$ cat src/rtl/sorted_insert_priority_queue_core_defines.svh
// Assertion macros for the sorted insert priority queue core.
// Needs a clock named clk and an active-low reset named arst_n in scope.
`ifndef SORTED_INSERT_PRIORITY_QUEUE_CORE_DEFINES_SVH
`define SORTED_INSERT_PRIORITY_QUEUE_CORE_DEFINES_SVH

// Check a condition in the same cycle as its trigger.
`define SIPQ_ASSERT_SAME(label, ante, cons, msg) \
	label: assert property (@(posedge clk) disable iff (!arst_n) (ante) |-> (cons)) \
		else $error(msg);

// Check a condition in the cycle after its trigger.
`define SIPQ_ASSERT_NEXT(label, ante, cons, msg) \
	label: assert property (@(posedge clk) disable iff (!arst_n) (ante) |=> (cons)) \
		else $error(msg);

`endif

$ cat src/rtl/sipq_pkg.sv
// Shared types and constants for the sorted insert priority queue core.
// No dependencies; the RTL files refer to it by scoped names, the bench files import it.
package sipq_pkg;

	localparam int DEPTH    = 16;
	localparam int KEY_BITS = 32;
	localparam int TAG_BITS = 8;
	localparam int IDX_W    = $clog2(DEPTH);
	localparam int CNT_W    = $clog2(DEPTH + 1);

	typedef logic [IDX_W-1:0]    idx_t;
	typedef logic [CNT_W-1:0]    cnt_t;
	typedef logic [KEY_BITS-1:0] key_t;
	typedef logic [TAG_BITS-1:0] tag_t;

	typedef enum logic {
		OP_INSERT = 1'b0,
		OP_REMOVE = 1'b1
	} op_t;

	typedef enum logic [1:0] {
		STATUS_OK    = 2'd0,
		STATUS_FULL  = 2'd1,
		STATUS_EMPTY = 2'd2
	} status_t;

	typedef struct packed {
		key_t key;
		tag_t tag;
	} slot_t;

	// Controller to datapath
	typedef struct packed {
		logic accept;
		logic step;
		logic publish;
	} cmd_t;

	// Datapath to controller
	typedef struct packed {
		logic reject;
		logic last;
	} sts_t;

endpackage

$ cat src/rtl/sipq_ctrl.sv
// Sequencer for the sorted insert priority queue core.
// Depends on sipq_pkg for the command and status structs.
module sipq_ctrl (
	input  logic            clk,
	input  logic            arst_n,
	input  logic            in_valid,
	input  logic            out_stall,
	input  sipq_pkg::sts_t  sts,
	output logic            in_stall,
	output logic            out_valid,
	output sipq_pkg::cmd_t  cmd
);

	typedef enum logic [3:0] {
		S_IDLE = 4'b0001,
		S_PREP = 4'b0010,
		S_WALK = 4'b0100,
		S_PUB  = 4'b1000
	} state_t;

	state_t state_q;
	state_t state_d;
	logic   out_valid_q;
	logic   pub_ok;

	// Result register is free when empty or being taken
	assign pub_ok = !out_valid_q || !out_stall;

	// Drive commands and next state
	always_comb begin
		state_d     = state_q;
		cmd.accept  = 1'b0;
		cmd.step    = 1'b0;
		cmd.publish = 1'b0;
		case (state_q)
			S_IDLE: begin
				if (in_valid) begin
					cmd.accept = 1'b1;
					state_d    = sts.reject ? S_PUB : S_PREP;
				end
			end
			S_PREP: begin
				state_d = S_WALK;
			end
			S_WALK: begin
				cmd.step = 1'b1;
				if (sts.last) begin
					state_d = S_PUB;
				end
			end
			S_PUB: begin
				if (pub_ok) begin
					cmd.publish = 1'b1;
					state_d     = S_IDLE;
				end
			end
			default: begin
				state_d = S_IDLE;
			end
		endcase
	end

	// Advance state and result valid
	always_ff @(posedge clk or negedge arst_n) begin
		if (!arst_n) begin
			state_q     <= S_IDLE;
			out_valid_q <= 1'b0;
		end else begin
			state_q <= state_d;
			if (cmd.publish) begin
				out_valid_q <= 1'b1;
			end else if (!out_stall) begin
				out_valid_q <= 1'b0;
			end
		end
	end

	assign in_stall  = (state_q != S_IDLE);
	assign out_valid = out_valid_q;

endmodule

$ cat src/rtl/sipq_dp.sv
// Datapath for the sorted insert priority queue core: slot memory, walk
// counter, carry register, head copy and result registers. Uses sipq_pkg.
module sipq_dp (
	input  logic                clk,
	input  logic                arst_n,
	input  sipq_pkg::cmd_t      cmd,
	output sipq_pkg::sts_t      sts,
	input  logic                cfg_write_en,
	input  logic                cfg_write_data,
	input  logic                operation,
	input  sipq_pkg::key_t      entry_key,
	input  sipq_pkg::tag_t      entry_tag,
	output sipq_pkg::key_t      head_key,
	output sipq_pkg::tag_t      head_tag,
	output logic                head_valid,
	output sipq_pkg::cnt_t      entry_count,
	output sipq_pkg::status_t   status
);

	sipq_pkg::slot_t   mem [sipq_pkg::DEPTH];
	sipq_pkg::slot_t   rd_q;
	sipq_pkg::slot_t   carry_q;
	sipq_pkg::slot_t   head_q;
	sipq_pkg::slot_t   wdata;
	sipq_pkg::idx_t    idx_q;
	sipq_pkg::idx_t    rd_addr;
	sipq_pkg::cnt_t    count_q;
	sipq_pkg::cnt_t    idx_ext;
	sipq_pkg::op_t     op_q;
	sipq_pkg::key_t    key_q;
	sipq_pkg::tag_t    tag_q;
	sipq_pkg::status_t status_q;
	sipq_pkg::status_t status_d;
	logic              order_q;
	logic              placed_q;
	logic              we;
	logic              take_carry;
	logic              place;
	logic              ahead;
	logic              in_range;
	logic              more;
	sipq_pkg::key_t    res_key_q;
	sipq_pkg::tag_t    res_tag_q;
	logic              res_valid_q;
	sipq_pkg::cnt_t    res_count_q;
	sipq_pkg::status_t res_status_q;

	assign idx_ext = sipq_pkg::cnt_t'(idx_q);

	// Refuse an insert into a full queue and a remove from an empty one
	always_comb begin
		status_d = sipq_pkg::STATUS_OK;
		if (operation == sipq_pkg::OP_INSERT) begin
			if (count_q == sipq_pkg::cnt_t'(sipq_pkg::DEPTH)) begin
				status_d = sipq_pkg::STATUS_FULL;
			end
		end else if (count_q == '0) begin
			status_d = sipq_pkg::STATUS_EMPTY;
		end
	end
	assign sts.reject = (status_d != sipq_pkg::STATUS_OK);

	// Read one slot ahead of the write position (two ahead on remove)
	assign rd_addr = idx_q + sipq_pkg::idx_t'(op_q) + sipq_pkg::idx_t'(cmd.step);

	// Held entry stays ahead of the new one under the current ordering
	assign ahead    = order_q ? (rd_q.key < key_q) : (rd_q.key > key_q);
	assign in_range = idx_ext < count_q;
	assign more     = (idx_ext + sipq_pkg::cnt_t'(1)) < count_q;

	// Decide the slot write of this walk step
	always_comb begin
		we         = 1'b0;
		wdata      = carry_q;
		take_carry = 1'b0;
		place      = 1'b0;
		if (cmd.step) begin
			if (op_q == sipq_pkg::OP_INSERT) begin
				if (placed_q) begin
					we         = 1'b1;
					take_carry = 1'b1;
				end else if (!(in_range && ahead)) begin
					we         = 1'b1;
					wdata      = '{key: key_q, tag: tag_q};
					take_carry = 1'b1;
					place      = 1'b1;
				end
			end else if (more) begin
				we    = 1'b1;
				wdata = rd_q;
			end
		end
	end
	assign sts.last = (op_q == sipq_pkg::OP_INSERT) ? (idx_ext == count_q) : !more;

	// Slot memory: one write and one registered read per cycle
	always_ff @(posedge clk) begin
		if (we) begin
			mem[idx_q] <= wdata;
		end
		rd_q <= mem[rd_addr];
	end

	// Latch the transaction and walk payload
	always_ff @(posedge clk) begin
		if (cmd.accept) begin
			op_q     <= sipq_pkg::op_t'(operation);
			key_q    <= entry_key;
			tag_q    <= entry_tag;
			status_q <= status_d;
		end
		if (take_carry) begin
			carry_q <= rd_q;
		end
		if (we && idx_q == '0) begin
			head_q <= wdata;
		end
		if (cmd.publish) begin
			res_key_q    <= (count_q != '0) ? head_q.key : '0;
			res_tag_q    <= (count_q != '0) ? head_q.tag : '0;
			res_valid_q  <= (count_q != '0);
			res_count_q  <= count_q;
			res_status_q <= status_q;
		end
	end

	// Control registers: ordering, occupancy, walk position
	always_ff @(posedge clk or negedge arst_n) begin
		if (!arst_n) begin
			order_q  <= 1'b0;
			count_q  <= '0;
			idx_q    <= '0;
			placed_q <= 1'b0;
		end else begin
			if (cfg_write_en) begin
				order_q <= cfg_write_data;
			end
			if (cmd.accept) begin
				idx_q    <= '0;
				placed_q <= 1'b0;
			end else if (cmd.step) begin
				idx_q <= idx_q + sipq_pkg::idx_t'(1);
				if (place) begin
					placed_q <= 1'b1;
				end
				if (sts.last) begin
					if (op_q == sipq_pkg::OP_INSERT) begin
						count_q <= count_q + sipq_pkg::cnt_t'(1);
					end else begin
						count_q <= count_q - sipq_pkg::cnt_t'(1);
					end
				end
			end
		end
	end

	assign head_key    = res_key_q;
	assign head_tag    = res_tag_q;
	assign head_valid  = res_valid_q;
	assign entry_count = res_count_q;
	assign status      = res_status_q;

endmodule

$ cat src/rtl/sorted_insert_priority_queue_core.sv
// Sorted insert priority queue core: up to 16 (key, tag) entries in slot memory.
// Insert walks the held entries to place the new one; remove shifts each towards slot 0;
// a refused operation skips the walk. Next transaction taken the cycle after the result
// registers. The walk runs over the slot memory's single read and write port.
// Reset clears the entry count and result valid and selects descending order;
// the slot memory is not cleared. Depends on sipq_pkg, sipq_ctrl, sipq_dp.
`include "sorted_insert_priority_queue_core_defines.svh"

module sorted_insert_priority_queue_core (
	input  logic                clk,
	input  logic                arst_n,
	input  logic                cfg_write_en,
	input  logic                cfg_write_data,
	input  logic                in_valid,
	output logic                in_stall,
	input  logic                operation,
	input  sipq_pkg::key_t      entry_key,
	input  sipq_pkg::tag_t      entry_tag,
	output logic                out_valid,
	input  logic                out_stall,
	output sipq_pkg::key_t      head_key,
	output sipq_pkg::tag_t      head_tag,
	output logic                head_valid,
	output sipq_pkg::cnt_t      entry_count,
	output sipq_pkg::status_t   status
);

	sipq_pkg::cmd_t cmd;
	sipq_pkg::sts_t sts;

	// Sequence each transaction
	sipq_ctrl u_ctrl (
		.clk       (clk),
		.arst_n    (arst_n),
		.in_valid  (in_valid),
		.out_stall (out_stall),
		.sts       (sts),
		.in_stall  (in_stall),
		.out_valid (out_valid),
		.cmd       (cmd)
	);

	// Hold entries and build results
	sipq_dp u_dp (
		.clk            (clk),
		.arst_n         (arst_n),
		.cmd            (cmd),
		.sts            (sts),
		.cfg_write_en   (cfg_write_en),
		.cfg_write_data (cfg_write_data),
		.operation      (operation),
		.entry_key      (entry_key),
		.entry_tag      (entry_tag),
		.head_key       (head_key),
		.head_tag       (head_tag),
		.head_valid     (head_valid),
		.entry_count    (entry_count),
		.status         (status)
	);

	`SIPQ_ASSERT_SAME(a_count_bound, out_valid, entry_count <= sipq_pkg::cnt_t'(sipq_pkg::DEPTH), "entry count above depth")
	`SIPQ_ASSERT_SAME(a_head_valid, out_valid, head_valid == (entry_count != '0), "head valid disagrees with count")
	`SIPQ_ASSERT_SAME(a_full_count, out_valid && status == sipq_pkg::STATUS_FULL, entry_count == sipq_pkg::cnt_t'(sipq_pkg::DEPTH), "full status with room left")
	`SIPQ_ASSERT_SAME(a_empty_head, out_valid && status == sipq_pkg::STATUS_EMPTY, !head_valid && entry_count == '0, "empty status with entries held")
	`SIPQ_ASSERT_NEXT(a_busy_stall, in_valid && !in_stall, in_stall, "second transaction taken while busy")

endmodule

$ cat config.mk
export PLATFORM = sky130hd
export DESIGN_NAME = sorted_insert_priority_queue_core
export DESIGN_NICKNAME = d
export VERILOG_FILES = /design/src/rtl/sipq_pkg.sv /design/src/rtl/sipq_ctrl.sv /design/src/rtl/sipq_dp.sv /design/src/rtl/sorted_insert_priority_queue_core.sv
export VERILOG_INCLUDE_DIRS = /design/src /design/src/rtl
export SDC_FILE = /design/constraint.sdc
export NUM_CORES = 1
export LEC_CHECK = 0
export BUFFER_PORTS_ARGS = -buffer_cell sky130_fd_sc_hd__buf_4
export CAP_MARGIN = 10
export CORE_ASPECT_RATIO = 2
export CORE_MARGIN = 2
export CORE_UTILIZATION = 55
export CTS_CLUSTER_DIAMETER = 200
export DETAILED_ROUTE_END_ITERATION = 6
export PLACE_DENSITY_LB_ADDON = 0.12
export SLEW_MARGIN = 5
export SYNTH_ARGS = -nofsm -noshare
export SYNTH_HDL_FRONTEND = slang
export SYNTH_SLANG_ARGS = --single-unit
$ cat constraint.sdc
create_clock -name clk -period 14.61 [get_ports clk]
set_clock_uncertainty 0.15 [all_clocks]
set_input_delay 2.1915 -clock clk [delete_from_list [all_inputs] [get_ports clk]]
set_output_delay 2.1915 -clock clk [all_outputs]
set_load 0.005 [all_outputs]
==> impl_metrics.py, run 1 <==
metrics = {
    "yosys": {
        "yosysUniqueCellTypes": 56,
        "seq_area_frac_synth": 0.749,
        "synth_top_family_by_area": "multiplexers",
        "avgSynthCellArea_um2": 20.9,
        "yosys-top-cells-area": "edfxtp_1 (71%), mux4_2 (14%), dfxtp_1 (2.5%)",
        "synth_common_cells": "edfxtp_1 (771), mux4_2 (200), a221o_1 (63)",
        "postSynth.asyncResetShare": 0.0193,
        "synth_compound_area_frac": 0.0397,
        "synth_top_area_frac": 0.712,
        "yosysWarnings": 0,
        "synth-simple-area-share": 0.0315,
        "synth_flop_cell": "edfxtp_1",
        "synth_xor_area_frac": 0.00243,
        "synthMuxAreaShare": 0.140,
        "yosysTopAreaCell": "edfxtp_1",
        "synth-edff-count": 771,
        "synth_fp_nets": 1654,
        "ys_seq_elements": 827,
        "yosys.area_share.adder": 0.0201,
        "syn-cell-area_um2": 32500,
        "synthesis.instances": 1556,
        "yosysMostFrequentCell": "edfxtp_1",
    },
    "sta": {
        "layout_min_cycle_time_ns": 5.51,
        "fin_setup_tns_ns": 0,
        "report.final.slew_viol_count": 0,
        "worst_pin_slew_ns": 1.09,
        "finalHoldViolations": 0,
        "grt_setup_unrepaired": "no",
        "timing.final.crit_share": 0.377,
        "setup_violations": 0,
        "slew_headroom": 0.272,
        "holdWs_ns": 0.273,
        "fmax_mhz": 181,
    },
    "die": {
        "die_area_um2": 61200,
        "rows": 126,
        "die_h_um": 348,
        "boundaryPins": 97,
        "core_region_area_um2": 58800,
        "start_util": 0.553,
        "die_x_um": 176,
    },
    "clock_tree": {
        "clkSinkCount": 827,
        "cts_tree": "yes",
        "cts_resized": 0,
        "cts_htree_levels": 3,
        "cts_hold_buffers": 0,
        "cts_setup_buffers": 0,
        "clock_tree.root_cell": "clkbuf_16",
        "cts.clk_slew.worst_paths_ns": 0.07,
        "clockBufferDepth": 3,
        "cts_made_buffers": 70,
        "clk-insertion-delay-late_ns": 0.60,
    },
    "global_routing": {
        "grt_pass1_wl_mm": 115,
        "grt_max_degree": 64,
        "gr-total-overflow": 0,
        "track_usage": 0.264,
        "grt_pass1_vias": 17100,
        "antenna_found_initial": 1,
    },
    "route": {
        "vias_per_cell": 6.51,
        "wl_per_cell_um": 31.6,
        "drt_iter0_markers": 1573,
        "vias": 16300,
        "ant_nets": 0,
        "dr.pass1.iters": 5,
        "drcViolationCount": 0,
        "wirelength_mm": 78.9,
    },
    "place": {
        "place_congestion": 0.783,
        "post-dp-hpwl_mm": 41.1,
        "portBuffers": 96,
    },
    "power": {
        "p_leak_nw": 11.9,
        "finalPower_mw": 6.34,
        "ir_worst_vdd_v": 0.000101,
        "p_per_area_nw_per_um2": 173,
    },
    "critical_path": {
        "crit_path_max_incr_delay_ns": 0.83,
        "crit_buf_inv": 3,
        "required_ns": 14.94,
        "cp_slowest_cell": "buf_4",
        "cp.depth": 9,
        "arrival_ns": 5.84,
        "cp-end-kind": "flop",
        "start_kind": "flop",
        "critical_path_class": "flop to flop",
        "crit_family": "buffers and inverters",
        "r2r_cells": 9,
        "cp_max_fo": 63,
        "path_cells": "nor2_1 -> nand3b_1 -> inv_1 -> fa_4 -> ha_4 -> buf_4 -> buf_4 -> mux4_2 -> mux4_2",
    },
    "worst_hold_path": {
        "hold_depth": 0,
        "worstHoldPathType": "flop to flop",
    },
    "cells_and_area": {
        "layout-drive-gt1-share": 0.271,
        "nets": 1775,
        "multi_input_area_um2": 7870,
        "areaGrowthSynthToFinish_pct": 13.0,
        "antenna_cells": 0,
        "area.sequential_um2": 24400,
        "fillers": 4055,
    },
    "run": {
        "cap_violations": 0,
    },
    "run_status": {
        "outcome": "complete, no violations",
    },
}
## stage by stage
step / utilization / cells / instance area [µm²] / setup WS, ns
6_report: 0.625 / 2498 / 36700 / 9.10
5_1_grt: 0.625 / 2498 / 36700 / 8.90
4_1_cts: 0.625 / 2498 / 36700 / 9.08
3_5_place_dp: 0.585 / 2373 / 34400 / 9.11
3_3_place_gp: 0.585 / 2373 / 34400 / 9.25
2_1_floorplan: - / 1556 / 32500 / 9.01
## layer usage
metal  share of wire  track usage
met4           0.032       0.0897
met5         0.00016            0
met3           0.061       0.0346
met2            0.54        0.471
met1            0.37        0.335
## layout make-up
cell class              instances  share of cell area
flip-flops and latches        827               0.663
multi-input cells             593               0.214
clock buffers                  99              0.0546
repair buffers                136              0.0278
well taps                     768              0.0262
clock inverters                26             0.00913
inverters                      49             0.00501
## state kept, by name, indices dropped and copies added, names as in the netlist
| signal | count |
|---|---|
| u_ctrl.out_valid | 1 |
| u_ctrl.state_q | 4 |
| u_dp.carry_q | 40 |
| u_dp.count_q | 5 |
| u_dp.entry_count | 5 |
| u_dp.head_key | 32 |
| u_dp.head_tag | 8 |
| u_dp.head_valid | 1 |
| u_dp.idx_q | 4 |
| u_dp.key_q | 32 |
| u_dp.mem | 640 |
| u_dp.op_q | 1 |
| u_dp.order_q | 1 |
| u_dp.placed_q | 1 |
| u_dp.rd_q | 40 |
| u_dp.status | 2 |
| u_dp.status_q | 2 |
| u_dp.tag_q | 8 |
## final timing paths
path,startpoint,endpoint,slack [ns]
worst max-delay path,u_ctrl.state_q[0]$_DFFE_PN1P_,u_dp.rd_q[19]$_DFF_P_,9.10
worst min-delay path,u_dp.status_q[1]$_DFFE_PP_,u_dp.status[1]$_DFFE_PP_,0.27
worst max register to register,u_ctrl.state_q[0]$_DFFE_PN1P_,u_dp.rd_q[19]$_DFF_P_,9.10
worst min register to register,u_dp.status_q[1]$_DFFE_PP_,u_dp.status[1]$_DFFE_PP_,0.27
max in group asynchronous,arst_n,u_ctrl.state_q[0]$_DFFE_PN1P_,12.75
min in group asynchronous,arst_n,u_dp.placed_q$_DFFE_PN0P_,1.30
## where the power goes
part           internal (mW)  switching [mW]
sequential              2.83           0.104
clock                   1.10           0.821
combinational          0.659           0.835
total                   4.59            1.76
## placed cells by master (no fill, tap or decap), drive strengths merged, types with 28 or more instances in the layout
cell type	instances
inv	48
dfxtp	40
a21oi	33
buf	136
nand2	28
a221o	63
mux4	200
nor4b	31
nor2b	45
ha	49
clkbuf	99
edfxtp	771
## kinds of logic after synthesis
logic type | after synthesis
DFF | 827
and+or+nand+nor | 168
muxes | 204
xor gates and xnor gates | 9
AOI/OAI and AO/OA | 161
adders and majority gates | 51
buffers and inverters | 136
Note: power is estimated with default switching activity, not from simulation.
==> inputs of run 2 (changes only) <==
==> constraint.sdc (replaced) <==
create_clock -name clk -period 4.6 [get_ports clk]
set_clock_uncertainty 0.15 [all_clocks]
set_input_delay 0.69 -clock clk [delete_from_list [all_inputs] [get_ports clk]]
set_output_delay 0.69 -clock clk [all_outputs]
set_load 0.005 [all_outputs]
==> run 2 against run 1 <==
- critical path depth is 3 higher
- sequential cell count stayed put
- register-to-register slack worse by 8.8 ns
- worst hold slack worse by 0.17 ns
- sequential power grew to 3.2 times the previous value
- maximum frequency is 28% higher
- global-route usage is 0.68 points higher
==> impl_metrics.py, run 2 (same netlist as run 1, synthesis figures left out) <==
metrics = {
    "run_status": {
        "outcome": "complete, no violations",
    },
    "cells_and_area": {
        "nets": 1810,
        "fillers": 4022,
        "final_common_cell": "edfxtp_1",
        "final_cell_mix": "edfxtp_1 (771), mux4_2 (200), buf_4 (157), clkbuf_16 (74), a221o_1 (63)",
        "largest_reg_flops": 640,
        "reg.largest.list": "u_dp.mem (640), u_dp.carry_q (40), u_dp.rd_q (40)",
        "largest-register": "u_dp.mem",
        "multi_input_area_um2": 7870,
        "design_area_um2": 37200,
        "area.sequential_um2": 24400,
        "antenna_cells": 0,
        "layout-drive-gt1-share": 0.283,
        "areaGrowthSynthToFinish_pct": 14.4,
    },
    "power": {
        "p_leak_nw": 12.2,
        "ir_worst_vdd_v": 0.000464,
        "seqPwrFrac": 0.453,
        "power_switching_mw": 5.74,
        "internal_power_mw": 14.8,
        "swShare": 0.280,
        "clockPowerShare": 0.305,
        "combPwrFrac": 0.242,
        "p_per_area_nw_per_um2": 551,
    },
    "worst_hold_path": {
        "hold_depth": 1,
        "worstHoldPathType": "input pin to flop",
        "hold-path-endpoint": "u_dp.tag_q[7]$_DFFE_PP_",
        "min_from": "entry_tag[7]",
    },
    "sta": {
        "fin_setup_tns_ns": 0,
        "setup_violations": 0,
        "timing.final.crit_share": 0.938,
        "fin_ws_ns": 0.287,
        "fmax_mhz": 232,
        "slew_headroom": 0.174,
        "layout_min_cycle_time_ns": 4.31,
        "finalHoldViolations": 0,
        "report.final.slew_viol_count": 0,
        "grt_setup_unrepaired": "no",
        "worst_pin_slew_ns": 1.23,
    },
    "critical_path": {
        "crit_path_max_incr_delay_ns": 0.55,
        "arrival_ns": 4.46,
        "critPathMostFrequentCell": "buf_4",
        "ff2ff_setup_slack_ns": 0.29,
        "path_cells": "inv_1 -> ha_1 -> o21ai_0 -> o22ai_1 -> a211o_1 -> o31a_1 -> or3_4 -> a211oi_4 -> buf_4 -> buf_4 -> a21oi_4 -> buf_4",
        "required_ns": 4.74,
        "critical_path_class": "flop to flop",
        "r2r-start": "u_dp.key_q[14]$_DFFE_PP_",
        "crit_start": "u_dp.key_q[14]$_DFFE_PP_",
        "r2r-end": "u_dp.mem[11][26]$_DFFE_PP_",
        "cp_max_fo": 27,
        "start_kind": "flop",
        "cp-end-kind": "flop",
        "r2r_cells": 12,
        "cp_slowest_cell": "a211oi_4",
    },
    "die": {
        "die_x_um": 176,
        "rows": 126,
        "die_area_um2": 61200,
        "core_region_area_um2": 58800,
        "boundaryPins": 97,
        "start_util": 0.553,
        "die_h_um": 348,
    },
    "route": {
        "drt_iter0_markers": 1688,
        "wirelength_mm": 80.7,
        "drcViolationCount": 0,
        "wl_per_cell_um": 31.8,
        "vias_per_cell": 6.53,
        "dr.pass1.iters": 6,
        "ant_nets": 0,
        "vias": 16600,
    },
    "place": {
        "post-dp-hpwl_mm": 47.7,
        "placed_cell_area_um2": 34800,
        "portBuffers": 96,
        "pre_cts_slack_ns": 0.314,
        "place_congestion": 0.822,
    },
    "clock_tree": {
        "clock_tree.root_cell": "clkbuf_16",
        "cts.clk_slew.worst_paths_ns": 0.06,
        "cts_tree": "yes",
        "cts_setup_buffers": 0,
        "cts_resized": 0,
        "clkSinkCount": 827,
        "cts_htree_levels": 3,
        "clockBufferDepth": 3,
        "clk-insertion-delay-late_ns": 0.62,
        "cts_made_buffers": 72,
    },
    "global_routing": {
        "grt_max_degree": 50,
        "grt_pass1_wl_mm": 118,
        "track_usage": 0.271,
        "gr-total-overflow": 0,
        "antenna_found_initial": 0,
        "grt_pass1_vias": 17300,
    },
    "run": {
        "cap_violations": 0,
    },
}
==> run 2: cell count changes in the layout (fill, tap and decap cells not counted), moves of 2 or more <==
cell,change
clkbuf_8,-6
clkinvlp_4,+2
buf_12,+11
inv_6,+2
clkbuf_1,+2
clkinv_1,+3
bufinv_16,+2
buf_4,+21
==> run 2: power groups by stage <==
stage          Clock, mW  Sequential, mW  Combinational (mW)
2_1_floorplan          0            9.30                3.38
3_3_place_gp           0            9.42                4.96
3_5_place_dp           0            9.43                5.03
4_1_cts             6.34            9.28                5.05
5_1_grt             6.60            9.32                5.32
6_report            6.24            9.29                4.96
==> run 2: area by class of cell <==
class                      instances  area share
clock buffer                      96      0.0526
clock inverter                    35      0.0120
timing repair buffer             169      0.0379
multi-input combinational        593       0.212
tap                              768      0.0258
sequential                       827       0.655
inverter                          49     0.00495
==> run 2: metrics by stage <==
step	power (mW)	util	cells	hold WS, ns
after detailed placement	14.5	0.591	2404	0.259
after global routing	21.2	0.632	2537	0.0935
after CTS	20.7	0.632	2536	0.0814
final	20.5	0.632	2537	0.108
after global placement	14.4	0.591	2404	0.258
after floorplan	12.7	-	1556	0.244
==> run 2: layer usage <==
metal | share of wire | wire length [µm] | global-route usage | vias up
met5 | 0 | 0 | 0 | -
met4 | 0.031 | 2520 | 0.0943 | 0
met3 | 0.062 | 5040 | 0.0351 | 160
met2 | 0.53 | 43000 | 0.474 | 733
met1 | 0.37 | 30200 | 0.351 | 8852
li1 | - | - | - | 6829
==> run 2: worst max path at each step <==
stage / end / cells past startpoint
2_1_floorplan: u_dp.mem[12][0]$_DFFE_PP_ / 11
3_3_place_gp: u_dp.mem[11][27]$_DFFE_PP_ / 12
3_5_place_dp: u_dp.mem[11][3]$_DFFE_PP_ / 12
4_1_cts: u_dp.mem[11][39]$_DFFE_PP_ / 12
5_1_grt: u_dp.mem[11][39]$_DFFE_PP_ / 12
6_report: u_dp.mem[11][26]$_DFFE_PP_ / 12
==> run 2: worst max-delay path: cells and delay by family (launching register included) <==
kind                     cells  cell delay, ns
AO/OA/AOI/OAI                6            1.70
flip-flops                   1            0.39
buffers and inverters        4            1.02
adder cells (fa/ha/maj)      1            0.33
AND/OR/NAND/NOR              1            0.36
==> run 2: repair_timing <==
item                                   4_1_cts  5_1_grt
endpoints found under the hold margin       15        0
setup endpoints to repair                    0        0
hold buffers                                 1        0
==> inputs of run 3 (changes only) <==
--- a/config.mk
+++ b/config.mk
@@ -11,10 +11,12 @@
 export CORE_ASPECT_RATIO = 2
 export CORE_MARGIN = 2
 export CORE_UTILIZATION = 55
+export CTS_BUF_LIST = sky130_fd_sc_hd__clkbuf_8
 export CTS_CLUSTER_DIAMETER = 200
 export DETAILED_ROUTE_END_ITERATION = 6
 export PLACE_DENSITY_LB_ADDON = 0.12
 export SLEW_MARGIN = 5
 export SYNTH_ARGS = -nofsm -noshare
 export SYNTH_HDL_FRONTEND = slang
+export SYNTH_HIERARCHICAL = 1
 export SYNTH_SLANG_ARGS = --single-unit
==> run 3 against run 2 <==
- register-to-register slack barely moved
- the run now ends with DRC left
- highest routed layer unchanged
- non-clock buffer count rose by 56
- sequential power barely moved
- largest cell class unchanged
==> impl_metrics.py, run 3 <==
metrics = {
    "sta": {
        "finalHoldViolations": 0,
        "report.final.slew_viol_count": 0,
        "fmax_mhz": 232,
        "grt_setup_unrepaired": "no",
        "timing.final.crit_share": 0.935,
        "worst_pin_slew_ns": 1.19,
        "fin_setup_tns_ns": 0,
        "layout_min_cycle_time_ns": 4.30,
        "setup_violations": 0,
        "fin_ws_ns": 0.298,
        "slew_headroom": 0.203,
    },
    "place": {
        "pre_cts_slack_ns": 0.361,
        "place.detailed.instances": 2625,
        "portBuffers": 96,
        "post-dp-hpwl_mm": 51.3,
        "place_congestion": 0.854,
    },
    "yosys": {
        "synth_compound_area_frac": 0.0414,
        "yosysWarnings": 6,
        "yosys-top-cells-area": "edfxtp_1 (69%), mux4_2 (13%), dfxtp_1 (2.4%)",
        "seq_area_frac_synth": 0.728,
        "yosysUniqueCellTypes": 58,
        "synth_xor_area_frac": 0.00314,
        "synth_fp_nets": 1889,
        "postSynth.asyncResetShare": 0.0193,
        "syn-cell-area_um2": 33500,
        "synth_top_family_by_area": "multiplexers",
        "synth-edff-count": 771,
        "synth_top_area_frac": 0.692,
        "yosys.area_share.adder": 0.0195,
        "ys_seq_elements": 827,
        "yosysMostFrequentCell": "edfxtp_1",
        "yosysTopAreaCell": "edfxtp_1",
        "synth_flop_cell": "edfxtp_1",
        "synth_common_cells": "edfxtp_1 (771), mux4_2 (200), clkbuf_1 (90)",
        "avgSynthCellArea_um2": 18.7,
        "synthMuxAreaShare": 0.136,
        "synth-simple-area-share": 0.0498,
        "synthesis.instances": 1791,
    },
    "cells_and_area": {
        "final_cell_mix": "edfxtp_1 (771), mux4_2 (200), buf_4 (157), clkbuf_8 (128), inv_1 (119)",
        "final_cell_count_no_fill": 2887,
        "largest-register": "u_dp/mem",
        "areaGrowthSynthToFinish_pct": 15.2,
        "reg.largest.list": "u_dp/mem (640), u_dp/carry_q (40), u_dp/rd_q (40)",
        "nets": 2113,
        "area.sequential_um2": 24400,
        "fin_util": 0.642,
        "multi_input_area_um2": 8560,
        "final_common_cell": "edfxtp_1",
        "largest_reg_flops": 640,
        "fillers": 4206,
        "layout-drive-gt1-share": 0.274,
    },
    "global_routing": {
        "grt_max_degree": 82,
        "track_usage": 0.279,
        "antenna_found_initial": 1,
        "grt_pass1_vias": 19100,
        "grt_pass1_wl_mm": 125,
        "gr-total-overflow": 0,
    },
    "critical_path": {
        "required_ns": 4.87,
        "cp_slowest_cell": "nor2_4",
        "path_cells": "inv_1 -> ha_1 -> ha_1 -> nor2b_1 -> o21a_1 -> o21a_1 -> o21a_2 -> o21ai_0 -> nand3_1 -> nor2_4 -> buf_4",
        "crit_path_max_incr_delay_ns": 0.73,
        "arrival_ns": 4.57,
        "critical_path_class": "flop to flop",
        "r2r-start": "u_dp/idx_q[0]$_DFFE_PN0P_",
        "ff2ff_setup_slack_ns": 0.30,
        "start_kind": "flop",
        "cp-end-kind": "flop",
        "cp_max_fo": 21,
        "crit_start": "u_dp/idx_q[0]$_DFFE_PN0P_",
    },
    "die": {
        "core_region_area_um2": 60100,
        "boundaryPins": 97,
        "die_area_um2": 62900,
        "die_x_um": 178,
        "start_util": 0.557,
        "die_h_um": 353,
        "rows": 127,
    },
    "power": {
        "p_per_area_nw_per_um2": 519,
        "p_leak_nw": 13.0,
        "ir_worst_vdd_v": 0.000358,
    },
    "clock_tree": {
        "clkSinkCount": 827,
        "cts_setup_buffers": 0,
        "cts_tree": "yes",
        "clockBufferDepth": 3,
        "clock_tree.root_cell": "clkbuf_8",
        "cts_htree_levels": 3,
        "cts_made_buffers": 112,
        "clk-insertion-delay-late_ns": 0.76,
        "cts.clk_slew.worst_paths_ns": 0.07,
    },
    "route": {
        "ant_nets": 0,
        "vias_per_cell": 6.33,
        "vias": 18300,
        "dr.pass1.iters": 7,
        "drt_iter0_markers": 1731,
        "wl_per_cell_um": 29.3,
        "drcViolationCount": 2,
        "wirelength_mm": 84.7,
    },
    "run_status": {
        "violations": "DRC",
        "outcome": "complete, but fails checks",
    },
    "worst_hold_path": {
        "min_from": "out_stall",
        "worstHoldPathType": "input pin to flop",
    },
    "run": {
        "cap_violations": 0,
    },
}
==> run 3: cell count changes after synthesis, sizes merged, moves of 12 or more <==
| cell | before | now |
|---|---|---|
| a21oi | 33 | 20 |
| a221o | 63 | 2 |
| clkbuf | 61 | 90 |
| inv | 48 | 71 |
| nand2 | 28 | 50 |
| nand2b | 3 | 15 |
| nand4 | 6 | 66 |
| nor2 | 8 | 40 |
| nor3 | 8 | 58 |
| nor4b | 31 | 2 |
| o2111ai | 9 | 26 |
| o211ai | 13 | 42 |
| o21a | 4 | 45 |
| o21ai | 9 | 46 |
==> run 3: worst max-delay path, delay by kind of cell (launching register included) <==
family / cells / cell delay (ns)
simple gates: 3 / 1.08
compound gates: 4 / 1.01
fa+ha+maj: 2 / 0.63
flops: 1 / 0.56
buf+inv: 2 / 0.53
==> run 3: where the power goes <==
part	leakage [nW]	internal [mW]	switching (mW)	total [mW]
logic	4.18	2.35	2.74	5.09
clock network	1.35	2.89	2.74	5.63
registers	7.48	8.95	0.322	9.28
total	13.0	14.2	5.80	20.0
==> run 3: what timing repair did <==
action / 4_1_cts / 5_1_grt
endpoints found under the hold margin: 58 / 0
hold buffers: 43 / 0
gates resized for setup: 0 / 0
==> run 3: per-stage QoR <==
| step | hold slack, ns | power [mW] | area (µm²) |
|---|---|---|---|
| 2_1_floorplan | 0.244 | 12.9 | 33500 |
| 3_3_place_gp | 0.259 | 14.4 | 35800 |
| 3_5_place_dp | 0.269 | 14.5 | 35800 |
| 4_1_cts | 0.000280 | 20.2 | 38500 |
| 5_1_grt | 0.0459 | 20.8 | 38500 |
| 6_report | 0.0623 | 20.0 | 38500 |
==> run 3: cells by family after synthesis <==
logic type | Yosys count
AND/OR/NAND/NOR | 313
XOR/XNOR | 12
adder cells (fa/ha/maj) | 51
multiplexers | 205
AO/OA/AOI/OAI | 197
flip-flops | 827
buffers and inverters | 186
==> run 3: area by class of cell <==
type                    instances  share of cell area
flip-flops and latches        827               0.632
multi-input cells             778               0.222
repair buffers                225              0.0547
clock buffers                 128              0.0457
well taps                     774              0.0251
clock inverters                83              0.0135
inverters                      71             0.00691
diodes                          1           0.0000649
==> run 3: worst paths after layout <==
check / endpoint / cells after the start
setup / recovery: u_dp/mem[11][17]$_DFFE_PP_ / 11
hold / removal: u_ctrl/out_valid$_DFFE_PN0P_ / 3
setup reg to reg: u_dp/mem[11][17]$_DFFE_PP_ / 11
hold reg to reg: u_dp/carry_q[0]$_DFFE_PP_ / 0
max in group asynchronous: u_ctrl/state_q[0]$_DFFE_PN1P_ / 2
min in group asynchronous: u_dp/placed_q$_DFFE_PN0P_ / 2
==> run 3: routing by layer <==
metal  vias to the layer above  track usage  routed length [µm]  share of wire
met5                         -            0                   0              0
met4                         0        0.110                3210          0.038
met3                       173       0.0427                5010          0.059
met2                       798        0.494               46200           0.54
met1                      9561        0.341               30300           0.36
li1                       7736            -                   -              -
